===== src/rtl/gelu_tanh_activation_assert.svh =====
// assertion macros for the gelu activation block
// depends on nothing; taken in by the files that check their own logic
`ifndef GELU_TANH_ACTIVATION_ASSERT_SVH
`define GELU_TANH_ACTIVATION_ASSERT_SVH
`ifndef SYNTHESIS
`define GELU_ASSERT(label, clk, rst_n, prop, msg) \
    label: assert property (@(posedge clk) disable iff (!rst_n) prop) else $error(msg);
`define GELU_ASSERT_NEVER(label, clk, rst_n, expr, msg) \
    label: assert property (@(posedge clk) disable iff (!rst_n) !(expr)) else $error(msg);
`else
`define GELU_ASSERT(label, clk, rst_n, prop, msg)
`define GELU_ASSERT_NEVER(label, clk, rst_n, expr, msg)
`endif
`endif


===== src/rtl/gelu_pkg.sv =====
// widths, constants and latencies shared by the gelu activation pipeline
// depends on nothing
package gelu_pkg;

    localparam int DATA_WIDTH_DEF = 16;
    localparam int FRAC_BITS_DEF  = 12;

    localparam int QF   = 24;
    localparam int M_W  = 28;
    localparam int M2_W = 31;
    localparam int M3_W = 34;
    localparam int IN_W = 29;
    localparam int A2_W = 30;
    localparam int R_W  = 24;
    localparam int K_W  = 6;
    localparam int H_W  = QF + 1;
    localparam int D_W  = QF + 2;

    localparam logic [H_W-1:0]  Q_ONE   = {1'b1, {QF{1'b0}}};
    localparam logic [19:0]     C_CUBIC = 20'd750193;
    localparam logic [23:0]     C_SQ2PI = 24'd13386282;
    localparam logic [23:0]     C_LN2   = 24'd11629080;
    localparam logic [IN_W-1:0] A_MAX   = 29'h1000_0000;

    localparam logic [8:0] LN2_RECIP = 9'd369;
    localparam int         LN2_SHIFT = 32;

    localparam int HORNER_STEPS = 6;
    localparam int RECIP_SHIFT  = 26;
    localparam int RC_W         = RECIP_SHIFT + 1;

    localparam int FRONT_LAT     = 7;
    localparam int EXP_LAT       = 3 + 3 * HORNER_STEPS + 1;
    localparam int DIV_LAT       = 1 + H_W;
    localparam int SIDE_LAT      = FRONT_LAT + EXP_LAT + DIV_LAT;
    localparam int START_TO_DONE = SIDE_LAT + 4;

    // floor(2^26 / n) for the horner divisor of each step
    function automatic logic [RC_W-1:0] horner_recip(input int step);
        logic [RC_W-1:0] rc;
        case (step)
            0:       rc = 27'd11184810;
            1:       rc = 27'd13421772;
            2:       rc = 27'd16777216;
            3:       rc = 27'd22369621;
            4:       rc = 27'd33554432;
            default: rc = 27'd67108864;
        endcase
        return rc;
    endfunction

    function automatic logic [2:0] horner_div(input int step);
        return 3'(HORNER_STEPS - step);
    endfunction

endpackage


===== src/rtl/gelu_front.sv =====
// front of the gelu pipeline: clamp, cubic term and tanh argument, doubled
// depends on gelu_pkg
module gelu_front import gelu_pkg::*; #(
    parameter int DATA_WIDTH = DATA_WIDTH_DEF,
    parameter int FRAC_BITS  = FRAC_BITS_DEF
) (
    input  logic                  clk,
    input  logic                  rst_n,
    input  logic                  in_valid,
    input  logic [DATA_WIDTH-1:0] mag,
    output logic                  out_valid,
    output logic [A2_W-1:0]       two_a
);

    localparam int SHIFT = QF - FRAC_BITS;
    localparam int CMP_W = (DATA_WIDTH > FRAC_BITS + 4) ? DATA_WIDTH : FRAC_BITS + 4;
    localparam logic [CMP_W-1:0] BOUND = CMP_W'(8) << FRAC_BITS;

    logic [FRONT_LAT-1:0] vld_reg;

    logic [CMP_W-1:0]      mag_ext;
    logic [CMP_W-1:0]      clamp;
    logic [M_W-1:0]        m_next;
    logic [M_W-1:0]        m_p1_reg;
    logic [M_W-1:0]        m_p2_reg;
    logic [M_W-1:0]        m_p3_reg;
    logic [M_W-1:0]        m_p4_reg;
    logic [2*M_W-1:0]      sq;
    logic [M2_W-1:0]       m2_reg;
    logic [M2_W+M_W-1:0]   cu;
    logic [M3_W-1:0]       m3_reg;
    logic [M3_W+19:0]      pc;
    logic [IN_W-1:0]       cub_reg;
    logic [IN_W-1:0]       inner_next;
    logic [IN_W-1:0]       inner_reg;
    logic [IN_W+23:0]      pa;
    logic [IN_W-1:0]       araw_reg;
    logic [IN_W-1:0]       a_clamp;
    logic [A2_W-1:0]       two_a_reg;

    // clamp to 8.0 and rescale to q24
    assign mag_ext = CMP_W'(mag);
    assign clamp   = (mag_ext > BOUND) ? BOUND : mag_ext;
    assign m_next  = M_W'(clamp) << SHIFT;

    assign sq         = m_p1_reg * m_p1_reg;
    assign cu         = m2_reg * m_p2_reg;
    assign pc         = m3_reg * C_CUBIC;
    assign inner_next = IN_W'(m_p4_reg) + cub_reg;
    assign pa         = inner_reg * C_SQ2PI;
    assign a_clamp    = (araw_reg > A_MAX) ? A_MAX : araw_reg;

    always_ff @(posedge clk or negedge rst_n)
    begin
        if (!rst_n)
        begin
            vld_reg <= '0;
        end
        else
        begin
            vld_reg <= {vld_reg[FRONT_LAT-2:0], in_valid};
        end
    end

    always_ff @(posedge clk)
    begin
        m_p1_reg  <= m_next;
        m2_reg    <= sq[QF +: M2_W];
        m_p2_reg  <= m_p1_reg;
        m3_reg    <= cu[QF +: M3_W];
        m_p3_reg  <= m_p2_reg;
        cub_reg   <= pc[QF +: IN_W];
        m_p4_reg  <= m_p3_reg;
        inner_reg <= inner_next;
        araw_reg  <= pa[QF +: IN_W];
        two_a_reg <= {a_clamp, 1'b0};
    end

    assign out_valid = vld_reg[FRONT_LAT-1];
    assign two_a     = two_a_reg;

endmodule


===== config.mk =====
export PLATFORM = sky130hd
export DESIGN_NAME = gelu_front
export DESIGN_NICKNAME = d
export VERILOG_FILES = /design/src/rtl/gelu_tanh_activation_assert.svh /design/src/rtl/gelu_pkg.sv /design/src/rtl/gelu_front.sv
export SDC_FILE = /design/constraint.sdc
export NUM_CORES = 2
export LEC_CHECK = 0
export BUFFER_PORTS_ARGS = -buffer_cell sky130_fd_sc_hd__buf_2
export CAP_MARGIN = 20
export CORE_ASPECT_RATIO = 0.75
export CORE_MARGIN = 5
export CORE_UTILIZATION = 40
export DETAILED_ROUTE_END_ITERATION = 8
export PLACE_DENSITY = 0.52
export SYNTH_ARGS = -nofsm -noshare
export SYNTH_HDL_FRONTEND = slang
export SYNTH_SLANG_ARGS = --single-unit

===== constraint.sdc =====
create_clock -name clk -period 7.1 [get_ports clk]
set_input_delay 1.42 -clock clk [delete_from_list [all_inputs] [get_ports clk]]
set_output_delay 1.42 -clock clk [all_outputs]
set_load 0.1 [all_outputs]

; ---- After elaboration in Yosys (flattened, before gate mapping)
; Index checks and enable logic that the tools add are counted.
[totals]
regBits = 252
inputBits = 19
out_inout_bits = 31
wordCells = 18
[classes]
addsub = 1
mul = 4
magnitude_cmp = 2
[op_table]
columns = op, n
row1 = $mul A34 B20 Y53 const B, 1
row2 = $mul A29 B23 Y52 const B, 1
row3 = $mul A31 B16 Y46, 1
row4 = $mul A16 B16 Y31, 1
row5 = $add A28 B29 Y29, 1
row6 = $gt A29 B29 Y1 const B, 1
row7 = $gt A16 B16 Y1 const B, 1

; ---- Depth between registers and ports, before layout
[depth]
ltp_word = 1
depth_mapped = 25
depth_no_buf = 24

; ---- Worst setup path after synthesis
; No wires, ideal clock.
[synth_timing]
kind = flip-flop to flip-flop
from = register m_p2_reg[13]
to = register m3_reg[33]
arrival_time_ns = 6.212
setup_slack_ns = 0.809
path_stages_with_launch = 24
path_buffers = 3
period_less_slack_ns = 6.291
cell_sequence = dfxtp_1 -> clkbuf_1 -> clkbuf_1 -> nand2_1 -> fa_1 -> fa_1 -> fa_1 -> inv_1 -> fa_1 -> fa_1 -> inv_1 -> fa_1 -> inv_1 -> ha_1 -> clkbuf_1 -> a211oi_1 -> o21ai_0 -> a211oi_1 -> or3_1 -> a31oi_1 -> nor4_1 -> o21ai_0 -> a2111o_1 -> o211ai_1
[synth_via]
elab_chain_len = 1
[synth_lines]
columns = item, line
row1 = from (decl), gelu_front.sv:25  ; logic [M_W-1:0] m_p2_reg;
row2 = from (signal assigned), gelu_front.sv:69  ; m_p2_reg <= m_p1_reg;
row3 = $mul A31 B16 Y46, gelu_front.sv:47  ; assign cu = m2_reg * m_p2_reg;
row4 = named net cu[57], gelu_front.sv:30  ; logic [M2_W+M_W-1:0] cu;
row5 = to (signal assigned), gelu_front.sv:70  ; m3_reg <= cu[QF +: M3_W];
row6 = to (decl), gelu_front.sv:31  ; logic [M3_W-1:0] m3_reg;
; The timed path passes the listed nets, and every way through them passes these cells.
; A chain may end at the register's enable or synchronous reset.

; ---- Worst setup path after layout
[layout_timing]
from = register m_p2_reg[23]
to = register m3_reg[33]
; The elaborated chain is that of the path after synthesis.

==> impl_metrics.ini <==
[drt]
vias = 32600
dr.pass1.iters = 5
wire_per_inst_um = 18.0
antenna_left = 0
via_per_inst = 4.78
drtIter0Drc = 1622
drc = 0
wl_um = 123000

[placement]
gp_congestion = 0.930
dp_hpwl_um = 107000
dp.cells = 6756
placed_area_um2 = 52500
port_buffers = 48

[global_route]
grt_overflow = 0
grt_usage_pct = 19.4
grt_pass1_vias = 35700
grt_max_degree = 23
grt_pass1_wl_um = 201000
antenna_found_initial = 2

[final_layout]
areaGrowthSynthToFinish_pct = 8.49
largest_reg_flops = 34
final_cell_area_um2 = 53500
layout_commonest_cell = inv_1
drive_above_1_share_pct = 5.53
antenna_cells = 0
fin_cells = 6809
nNetsFinal = 6981
mostFrequentLayoutCells = inv_1 (1327), fa_1 (988), ha_1 (824)

[clock_network]
worstSkewPairLatency_ns = 0.65
root_buffer = clkbuf_16
clock_sinks = 250
cts_buffer_depth = 3
clkTransAtPathRegs_ns = 0.06
cts_made_buffers = 30
htree_levels = 1
cts_tree = done
hold_buffers = 0

[floorplanning]
die_h_um = 314
dieWidth_um = 415
start_util_pct = 40.3
io_pins = 50
core_area_um2 = 122000
num_rows = 111
dieArea_um2 = 130000

[sta]
hold_viol = 0
skew_ns = 0.0629
whs_ns = 0.327
period_share_pct = 94.5
tightest_slew_ns = 0.839
drv_slew = 0
post-route-min-period_ns = 6.71
relSlewSlack_pct = 43.6
fin_setup_tns_ns = 0
rsz0062_at_grt = false
finalSetupViolCount = 0
max_freq_mhz = 149

[worst_setup_path]
start_kind = flip-flop
required_ns = 7.61
critPathCaptureType = flip-flop
crit_arrival_ns = 7.22
rrSetupSlack_ns = 0.39
worst-setup-path-type = flip-flop to flip-flop
crit_fanout = 13

[logic_synthesis]
synth_top_area_share_pct = 40.1
synthFlopType = dfxtp_1
yosysWarnings = 0
syn_avg_cell_area_um2 = 9.85
synth_edf_count = 0
synth_seq_cells = 250
netlist_area_um2 = 49300
ys_top_cells_by_area = fa_1 (40%), ha_1 (21%), inv_1 (10%), dfxtp_1 (9.9%), and2_1 (3.5%)
seq_area_frac_synth_pct = 10.2
synth_cells = 5007
synthArstFlopShare_pct = 2.80
ys_types = 72
synth_largest_area_cell = fa_1

[outcome]
status = complete, no violations

[job]
max_cap_viol_count = 0

[worst_hold_path]
hp-class = flip-flop to flip-flop
routing by layer:
metal | vias to the layer above | wire, um | part of all wire (%) | global-route usage [%]
met5 | - | 0 | 0 | 0
met4 | 0 | 2230 | 1.8 | 3.09
met3 | 115 | 6490 | 5.3 | 3.01
met2 | 613 | 51400 | 42 | 29.5
met1 | 16300 | 62600 | 51 | 29.8
li1 | 15500 | - | - | -
cell families after synthesis:
logic type,Yosys count,synth area share (%)
adders and majority gates,1814,61.1
DFF,250,10.2
buffers and inverters,1434,10.9
AOI/OAI and AO/OA,382,5.10
other,2,0.0152
xor gates and xnor gates,162,2.88
and+or+nand+nor,959,9.70
muxes,4,0.0863
what timing repair did:
action / CTS / global route
setup buffers: 0 / 0
setup endpoints to repair: 0 / 7
gates resized for setup: 0 / 5
through the flow:
step / worst slack [ns] / utilization, %
floorplan: 0.809 / -
global placement: 0.272 / 42.9
detailed placement: 0.272 / 42.9
CTS: 0.233 / 43.7
global route: 0.00414 / 43.7
finish: 0.392 / 43.7
area by class of cell:
cell class / instances / area (um^2)
Clock buffer: 33 / 782
Clock inverter: 20 / 219
Fill cell: 11900 / 68900
Inverter: 1327 / 4980
Multi-Input combinational cell: 3329 / 38900
Sequential cell: 250 / 5040
Tap cell: 1638 / 2050
Timing Repair Buffer: 212 / 1510
worst max-delay path, cell delays in order (launching register included):
cell,delay (ns)
dfxtp_1,0.61
buf_4,0.35
buf_4,0.22
nand2_1,0.09
fa_1,0.51
inv_1,0.06
fa_1,0.55
fa_1,0.43
fa_1,0.46
fa_1,0.49
inv_1,0.06
fa_1,0.50
inv_1,0.05
ha_1,0.34
a21o_1,0.18
a21o_1,0.18
a21o_1,0.20
o21ai_0,0.19
a31oi_1,0.13
nor4_1,0.34
o21ai_0,0.22
a2111o_1,0.40
o211ai_1,0.08
synth_stat cells (all sizes together), types with 11 or more instances:
master / instances
nor2: 74
inv: 1327
ha: 824
nand2: 406
and3: 23
o21ai: 60
fa: 988
nor3: 33
xor2: 58
a31oi: 24
clkbuf: 106
nand2b: 11
xnor2: 104
and2: 275
nand4: 24
nor2b: 34
o21a: 14
a21o: 70
o21bai: 12
dfxtp: 243
a21oi: 121
nand3: 27
nor4: 15
worst paths after layout:
check                                          start                   end  depth (start not counted)
worst max-delay path            m_p2_reg[23]$_DFF_P_    m3_reg[33]$_DFF_P_                         22
worst min-delay path            m_p3_reg[12]$_DFF_P_  m_p4_reg[12]$_DFF_P_                          0
worst max register to register  m_p2_reg[23]$_DFF_P_    m3_reg[33]$_DFF_P_                         22
worst min register to register  m_p3_reg[12]$_DFF_P_  m_p4_reg[12]$_DFF_P_                          0
max in group asynchronous                      rst_n  vld_reg[0]$_DFF_PN0_                          1
min in group asynchronous                      rst_n  vld_reg[6]$_DFF_PN0_                          1
Power is left out: the tool's default activity adds up to more than one toggle a clock period on the data nets, which glitch-free logic cannot reach.
