<file path="src/rtl/gelu_tanh_activation_assert.svh">
// assertion macros for the gelu activation block
// depends on nothing; taken in by the files that check their own logic
`ifndef GELU_TANH_ACTIVATION_ASSERT_SVH
`define GELU_TANH_ACTIVATION_ASSERT_SVH
`ifndef SYNTHESIS
`define GELU_ASSERT(label, clk, rst_n, prop, msg) \
    label: assert property (@(posedge clk) disable iff (!rst_n) prop) else $error(msg);
`define GELU_ASSERT_NEVER(label, clk, rst_n, expr, msg) \
    label: assert property (@(posedge clk) disable iff (!rst_n) !(expr)) else $error(msg);
`else
`define GELU_ASSERT(label, clk, rst_n, prop, msg)
`define GELU_ASSERT_NEVER(label, clk, rst_n, expr, msg)
`endif
`endif

</file>
<file path="src/rtl/gelu_pkg.sv">
// widths, constants and latencies shared by the gelu activation pipeline
// depends on nothing
package gelu_pkg;

    localparam int DATA_WIDTH_DEF = 16;
    localparam int FRAC_BITS_DEF  = 12;

    localparam int QF   = 24;
    localparam int M_W  = 28;
    localparam int M2_W = 31;
    localparam int M3_W = 34;
    localparam int IN_W = 29;
    localparam int A2_W = 30;
    localparam int R_W  = 24;
    localparam int K_W  = 6;
    localparam int H_W  = QF + 1;
    localparam int D_W  = QF + 2;

    localparam logic [H_W-1:0]  Q_ONE   = {1'b1, {QF{1'b0}}};
    localparam logic [19:0]     C_CUBIC = 20'd750193;
    localparam logic [23:0]     C_SQ2PI = 24'd13386282;
    localparam logic [23:0]     C_LN2   = 24'd11629080;
    localparam logic [IN_W-1:0] A_MAX   = 29'h1000_0000;

    localparam logic [8:0] LN2_RECIP = 9'd369;
    localparam int         LN2_SHIFT = 32;

    localparam int HORNER_STEPS = 6;
    localparam int RECIP_SHIFT  = 26;
    localparam int RC_W         = RECIP_SHIFT + 1;

    localparam int FRONT_LAT     = 7;
    localparam int EXP_LAT       = 3 + 3 * HORNER_STEPS + 1;
    localparam int DIV_LAT       = 1 + H_W;
    localparam int SIDE_LAT      = FRONT_LAT + EXP_LAT + DIV_LAT;
    localparam int START_TO_DONE = SIDE_LAT + 4;

    // floor(2^26 / n) for the horner divisor of each step
    function automatic logic [RC_W-1:0] horner_recip(input int step);
        logic [RC_W-1:0] rc;
        case (step)
            0:       rc = 27'd11184810;
            1:       rc = 27'd13421772;
            2:       rc = 27'd16777216;
            3:       rc = 27'd22369621;
            4:       rc = 27'd33554432;
            default: rc = 27'd67108864;
        endcase
        return rc;
    endfunction

    function automatic logic [2:0] horner_div(input int step);
        return 3'(HORNER_STEPS - step);
    endfunction

endpackage

</file>
<file path="src/rtl/gelu_div.sv">
// tanh from e: (1 - e) / (1 + e) in q24 by a restoring divider, one bit a stage
// depends on gelu_pkg
module gelu_div import gelu_pkg::*; (
    input  logic           clk,
    input  logic           rst_n,
    input  logic           in_valid,
    input  logic [H_W-1:0] e,
    output logic           out_valid,
    output logic [H_W-1:0] t
);

    logic           v0_reg;
    logic [D_W-1:0] num0_reg;
    logic [D_W-1:0] den0_reg;

    logic           dv_reg [H_W];
    logic [D_W-1:0] rem_reg [H_W];
    logic [D_W-1:0] den_reg [H_W];
    logic [H_W-1:0] q_reg [H_W];

    always_ff @(posedge clk or negedge rst_n)
    begin
        if (!rst_n)
        begin
            v0_reg <= 1'b0;
        end
        else
        begin
            v0_reg <= in_valid;
        end
    end

    always_ff @(posedge clk)
    begin
        num0_reg <= D_W'(Q_ONE - e);
        den0_reg <= D_W'(Q_ONE) + D_W'(e);
    end

    for (genvar j = 0; j < H_W; j++)
    begin : g_bit
        logic           vin;
        logic [D_W-1:0] din;
        logic [H_W-1:0] qin;
        logic [D_W-1:0] sh;
        logic           ge;

        if (j == 0)
        begin : g_first
            assign vin = v0_reg;
            assign din = den0_reg;
            assign qin = '0;
            assign sh  = num0_reg;
        end
        else
        begin : g_chain
            logic [D_W-1:0] rin;

            assign vin = dv_reg[j-1];
            assign din = den_reg[j-1];
            assign qin = q_reg[j-1];
            assign rin = rem_reg[j-1];
            assign sh  = {rin[D_W-2:0], 1'b0};
        end

        assign ge = (sh >= din);

        always_ff @(posedge clk or negedge rst_n)
        begin
            if (!rst_n)
            begin
                dv_reg[j] <= 1'b0;
            end
            else
            begin
                dv_reg[j] <= vin;
            end
        end

        always_ff @(posedge clk)
        begin
            rem_reg[j] <= ge ? sh - din : sh;
            den_reg[j] <= din;
            q_reg[j]   <= {qin[H_W-2:0], ge};
        end
    end

    assign out_valid = dv_reg[H_W-1];
    assign t         = q_reg[H_W-1];

endmodule

</file>
<file path="config.mk">
export PLATFORM = sky130hd
export DESIGN_NAME = gelu_div
export DESIGN_NICKNAME = d
export VERILOG_FILES = /design/src/rtl/gelu_tanh_activation_assert.svh /design/src/rtl/gelu_pkg.sv /design/src/rtl/gelu_div.sv
export SDC_FILE = /design/constraint.sdc
export NUM_CORES = 2
export LEC_CHECK = 0
export ABC_CLOCK_PERIOD_IN_PS = 3000
export BUFFER_PORTS_ARGS = -buffer_cell sky130_fd_sc_hd__buf_4
export CAP_MARGIN = 20
export CORE_ASPECT_RATIO = 2
export CORE_MARGIN = 5
export CORE_UTILIZATION = 50
export CTS_BUF_LIST = sky130_fd_sc_hd__clkbuf_2
export DETAILED_ROUTE_END_ITERATION = 16
export GPL_TIMING_DRIVEN = 0
export PLACE_DENSITY = 0.73
export SLEW_MARGIN = 20
export SYNTH_ARGS = -nofsm -noshare
export SYNTH_HDL_FRONTEND = slang
export SYNTH_SLANG_ARGS = --single-unit
</file>
<file path="constraint.sdc">
create_clock -name clk -period 3 [get_ports clk]
set_input_delay 0 -clock clk [delete_from_list [all_inputs] [get_ports clk]]
set_output_delay 0 -clock clk [all_outputs]
set_load 0.02 [all_outputs]
</file>
# Word-level counts from Yosys, hierarchy flattened

Memories as Yosys holds them, arrays and structs flattened.
Cells that the tools add are included.

Word-level logic and storage cells: 108
Input port bits: 28
RAM bits: 1925
Register bits: 78
Output and inout port bits: 26
Memories: 3

Magnitude comparators: 25
Add/sub/neg operators: 27
Multiplexer cells: 25

Memory list:

| memory  | depth | width | rd ports | clocked after memory_dff | write ports | RTL line       | text |
|---|---|---|---|---|---|---|---|
| den_reg | 25    | 26    | 24       | 0                        | 25          | gelu_div.sv:18 | `logic [D_W-1:0] den_reg [H_W];` |
| rem_reg | 25    | 26    | 24       | 0                        | 25          | gelu_div.sv:17 | `logic [D_W-1:0] rem_reg [H_W];` |
| q_reg   | 25    | 25    | 25       | 0                        | 25          | gelu_div.sv:19 | `logic [H_W-1:0] q_reg [H_W];` |

Operator list:

| operator                                                              | number |
|---|---|
| 26-bit greater-or-equal comparator                                    | 25 |
| 26-bit 2-to-1 mux                                                     | 25 |
| 26-bit subtractor                                                     | 25 |
| 25-bit by 25-bit adder with 26-bit output (first input constant)      | 1 |
| 25-bit by 25-bit subtractor with 26-bit output (first input constant) | 1 |

# Depth between registers and ports, before layout

An unclocked memory read counts as a cell.

Word-level depth: 3
Gate-level depth with buffers: 15
Depth with buffers taken out: 13

# Worst setup path after synthesis

OpenSTA, ideal clock, no wires.

Path kind: register -> register
Start: mem rem_reg[0][0] (netlist bit)
End: mem rem_reg[0][34] (netlist bit)
Stages on the path, launching flop included: 15
Period minus slack after synthesis: 3.117 ns
Library setup time: 0.121 ns
Required time: 2.879 ns
Path buffers: 2
Setup slack: -0.117 ns
Arrival: 2.996 ns
Cells stage by stage: dfxtp_1 > inv_1 > fa_1 > nor2b_1 > o21ai_1 > a21boi_1 > nor3_1 > o21a_1 > a2111oi_4 > o41ai_4 > o21ai_0 > a21o_1 > buf_2 > buf_4 > mux2_2

RTL lines:

| item            | RTL line |
|---|---|
| start, declared | gelu_div.sv:17 |

==> results.sh <==
export IMPL_fp_coreArea_um2=141000
export IMPL_worst_path_largest_cell_delay_ns=0.68
export IMPL_cp_end_kind="flop"
export IMPL_die_h_um=542
export IMPL_path_cells="inv_2 > ha_4 > and4_4 > nand2_4 > nor2_4 > nand4_1 > o21ai_2 > a21o_1 > a21oi_2 > o31ai_4 > buf_6 > buf_6 > clkbuf_16 > a21oi_2"
export IMPL_crit_fanout=5
export IMPL_largest_reg_flops=624
export IMPL_drt_pre_antenna_iters=9
export IMPL_swShare=0.439
export IMPL_p_per_area_nw_per_um2=1300
export IMPL_grt_first_pass_wirelength_mm=340
export IMPL_syn_area_per_cell_um2=9.50
export IMPL_cts_tree="done"
export IMPL_dpl_cell_area_um2=73500
export IMPL_yosysSeqAreaShare=0.462
export IMPL_slew_headroom=0.321
export IMPL_pwr_share_seq=0.285
export IMPL_p_comb_frac=0.596
export IMPL_antenna_found_initial=12
export IMPL_crit_arrival_ns=4.92
export IMPL_grt_overflow=0
export IMPL_outcome="complete, but fails checks"
export IMPL_clock_skew_ns=0.203
export IMPL_fin_crit_sh=1.17
export IMPL_clock_latency_ns=1.68
export IMPL_crit_type="reg -> reg"
export IMPL_ys_flop_type="dfxtp_1"
export IMPL_rsz0062_at_grt="yes"
export IMPL_power_frac_clock=0.119
export IMPL_cp_num_buf_inv=4
export IMPL_p_leak_uw=0.0411
export IMPL_rows=195
export IMPL_drt_total_wl_mm=242
export IMPL_cp_required_ns=4.40
export IMPL_nFillCells=10800
export IMPL_cp_top_family="simple AND/OR/NAND/NOR gates"
export IMPL_area_growth_pct=27.3
export IMPL_min_path_type="in -> reg"
export IMPL_avgViaCountPerCell=5.67
export IMPL_start_util=0.502
export IMPL_cap_viol_max_count=0
export IMPL_setup_violations=369
export IMPL_dr_first_iter_drc_count=2590
export IMPL_synthCells=7442
export IMPL_routed_via_count=59600
export IMPL_p_sw_uw=51300
export IMPL_clock_sinks=1626
export IMPL_layout_cells_non_filler=10500
export IMPL_drive_gt1_frac=0.282
export IMPL_peakVddDrop_mv=0.784
export IMPL_intPower_uw=65600
export IMPL_violations="negative setup slack"
export IMPL_clockBufferDepth=4
export IMPL_dieArea_um2=149000
export IMPL_grt_start_max_net_pins=27
export IMPL_grt_use_total=0.300
export IMPL_clk_pin_slew_ns=0.13
export IMPL_synth_area_um2=70700
export IMPL_cp_slowest_cell="nand4_1"
export IMPL_die_w_um=276
export IMPL_drc=0
export IMPL_ys_warn_count=0
export IMPL_cts_root_buf="clkbuf_2"
export IMPL_dp_hpwl_mm=167
export IMPL_ant_nets=0
export IMPL_hold_viol=0
export IMPL_synth_nets=8143
export IMPL_synth_edf_count=0
export IMPL_tightest_slew_ns=1.02
export IMPL_h_tree_depth=5
export IMPL_startpoint_type="flop"
export IMPL_synth_async_reset_ratio=0.0160
export IMPL_period_minus_slack_ns=3.52
export IMPL_numCtsBuffers=357
export IMPL_grt_pass1_vias=63500
export IMPL_place_inst=9368
export IMPL_fin_nets=9059
export IMPL_timing_fmax_mhz=284
export IMPL_gp_congestion=0.998
export IMPL_io_buffers=53
export IMPL_io_pins=54
export IMPL_synth_cell_types=85
export IMPL_fin_ws_ns=-0.524
export IMPL_synth_seq_cells=1626
export IMPL_design_area_um2=90000
export IMPL_slew_violations=0
export IMPL_wl_per_cell_um=23.0
[placed cells by master, fill, tap and decap left out, drive strengths merged, types with 23 or more instances in the layout]
| master | count |
|---|---|
| dfxtp | 1600 |
| inv | 804 |
| a21oi | 713 |
| ha | 650 |
| clkbuf | 578 |
| nor2 | 557 |
| buf | 537 |
| o21ai | 414 |
| nand2 | 403 |
| xnor2 | 302 |
| a21o | 245 |
| xor2 | 221 |
| mux2 | 169 |
| nand3 | 107 |
| dlygate4sd3 | 104 |
| o21a | 98 |
| nand4 | 93 |
| clkinv | 91 |
| nor2b | 88 |
| nand2b | 78 |
| nor3 | 66 |
| a31oi | 61 |
| and3 | 58 |
| o21bai | 51 |
| o31ai | 34 |
| and2 | 33 |
| a211oi | 30 |
| o211ai | 29 |
| a21boi | 29 |
| dfrtp | 26 |
| and4 | 26 |
| fa | 23 |
[worst min-delay path, stage by stage]
cell	delay, ns
buf_4	0.11
dlygate4sd3_1	0.59
inv_1	0.06
dlygate4sd3_1	0.58
ha_1	0.20
[layout make-up]
cell class / count / area [um2] / area share
multi-input cells: 4863 / 40900 / 0.454
well taps: 1871 / 2340 / 0.0260
plain buffers: 104 / 1590 / 0.0177
inverters: 801 / 3020 / 0.0336
flip-flops and latches: 1626 / 32900 / 0.366
diodes: 13 / 32.5 / 0.000362
repair buffers: 605 / 5960 / 0.0662
clock inverters: 107 / 663 / 0.00737
clock buffers: 510 / 2550 / 0.0284
[kinds of logic after synthesis]
kind of cell	Yosys count	synth area share
AOI/OAI and AO/OA	1890	0.165
xor gates and xnor gates	523	0.0648
adders and majority gates	673	0.122
buffers and inverters	953	0.0515
DFF	1626	0.462
muxes	175	0.0278
and+or+nand+nor	1602	0.107
[per-stage QoR]
step | setup slack [ns] | TNS, ns | power, uW | hold WS (ns) | util
floorplan | 0.0166 | 0 | 65600 | -0.296 | -
global placement | -2.31 | -769.83 | 79600 | -0.0906 | 0.522
detailed placement | -2.40 | -760.06 | 80700 | -0.0875 | 0.522
CTS | -0.421 | -26.58 | 108000 | 0.00131 | 0.608
global route | -0.505 | -71.98 | 123000 | 0.0686 | 0.639
finish | -0.524 | -56.06 | 117000 | 0.0515 | 0.639
[cells in the mapped netlist (all sizes together), types with 34 or more instances]
master	number	share of area
nor3	66	0.0047
xor2	221	0.027
nor2	557	0.030
nand3	107	0.0076
a21o	245	0.026
a31oi	61	0.0054
nand4	93	0.0082
o21bai	51	0.0054
o21ai	414	0.029
and3	58	0.0051
inv	801	0.043
o31ai	34	0.0038
a21oi	713	0.051
clkbuf	100	0.0053
mux2	169	0.027
nor2b	88	0.0078
buf	52	0.0036
nand2b	78	0.0069
o21a	98	0.010
nand2	403	0.021
xnor2	302	0.037
dfxtp	1600	0.45
ha	650	0.12
[layer usage]
layer,track usage,share of wire
met5,0,0.00027
met4,0.408,0.17
met3,0.0674,0.049
met2,0.588,0.54
met1,0.175,0.24
[power groups by stage]
stage,clock network (uW),logic [uW],registers (uW)
6_report,13900,69700,33300
5_1_grt,15300,73500,33800
4_1_cts,14100,61000,32700
3_5_place_dp,0,48000,32700
3_3_place_gp,0,47000,32600
2_1_floorplan,0,34200,31400
[final timing paths]
kind	startpoint	endpoint	slack [ns]	cells past startpoint
worst max register to register	den_reg[1][8]$_DFF_P_	rem_reg[0][53]$_DFF_P_	-0.52	14
max in group asynchronous	rst_n	g_bit[1].vin$_DFF_PN0_	2.48	5
worst min-delay path	e[1]	g_bit[0].sh[1]$_DFF_P_	0.05	5
min in group asynchronous	rst_n	g_bit[3].vin$_DFF_PN0_	0.12	5
worst max-delay path	den_reg[1][8]$_DFF_P_	rem_reg[0][53]$_DFF_P_	-0.52	14
worst min register to register	den_reg[18][10]$_DFF_P_	den_reg[19][10]$_DFF_P_	0.23	0
[repair_timing]
| action | CTS | global route |
|---|---|---|
| pin swaps | 294 | 314 |
| hold buffers | 104 | 1 |
| setup buffers | 276 | 151 |
| endpoints found under the setup margin | 623 | 595 |
| hold endpoints to repair | 78 | 26 |
| resized for setup | 1285 | 832 |
| gates cloned | 20 | 16 |
(Power assumes the default switching activity.)
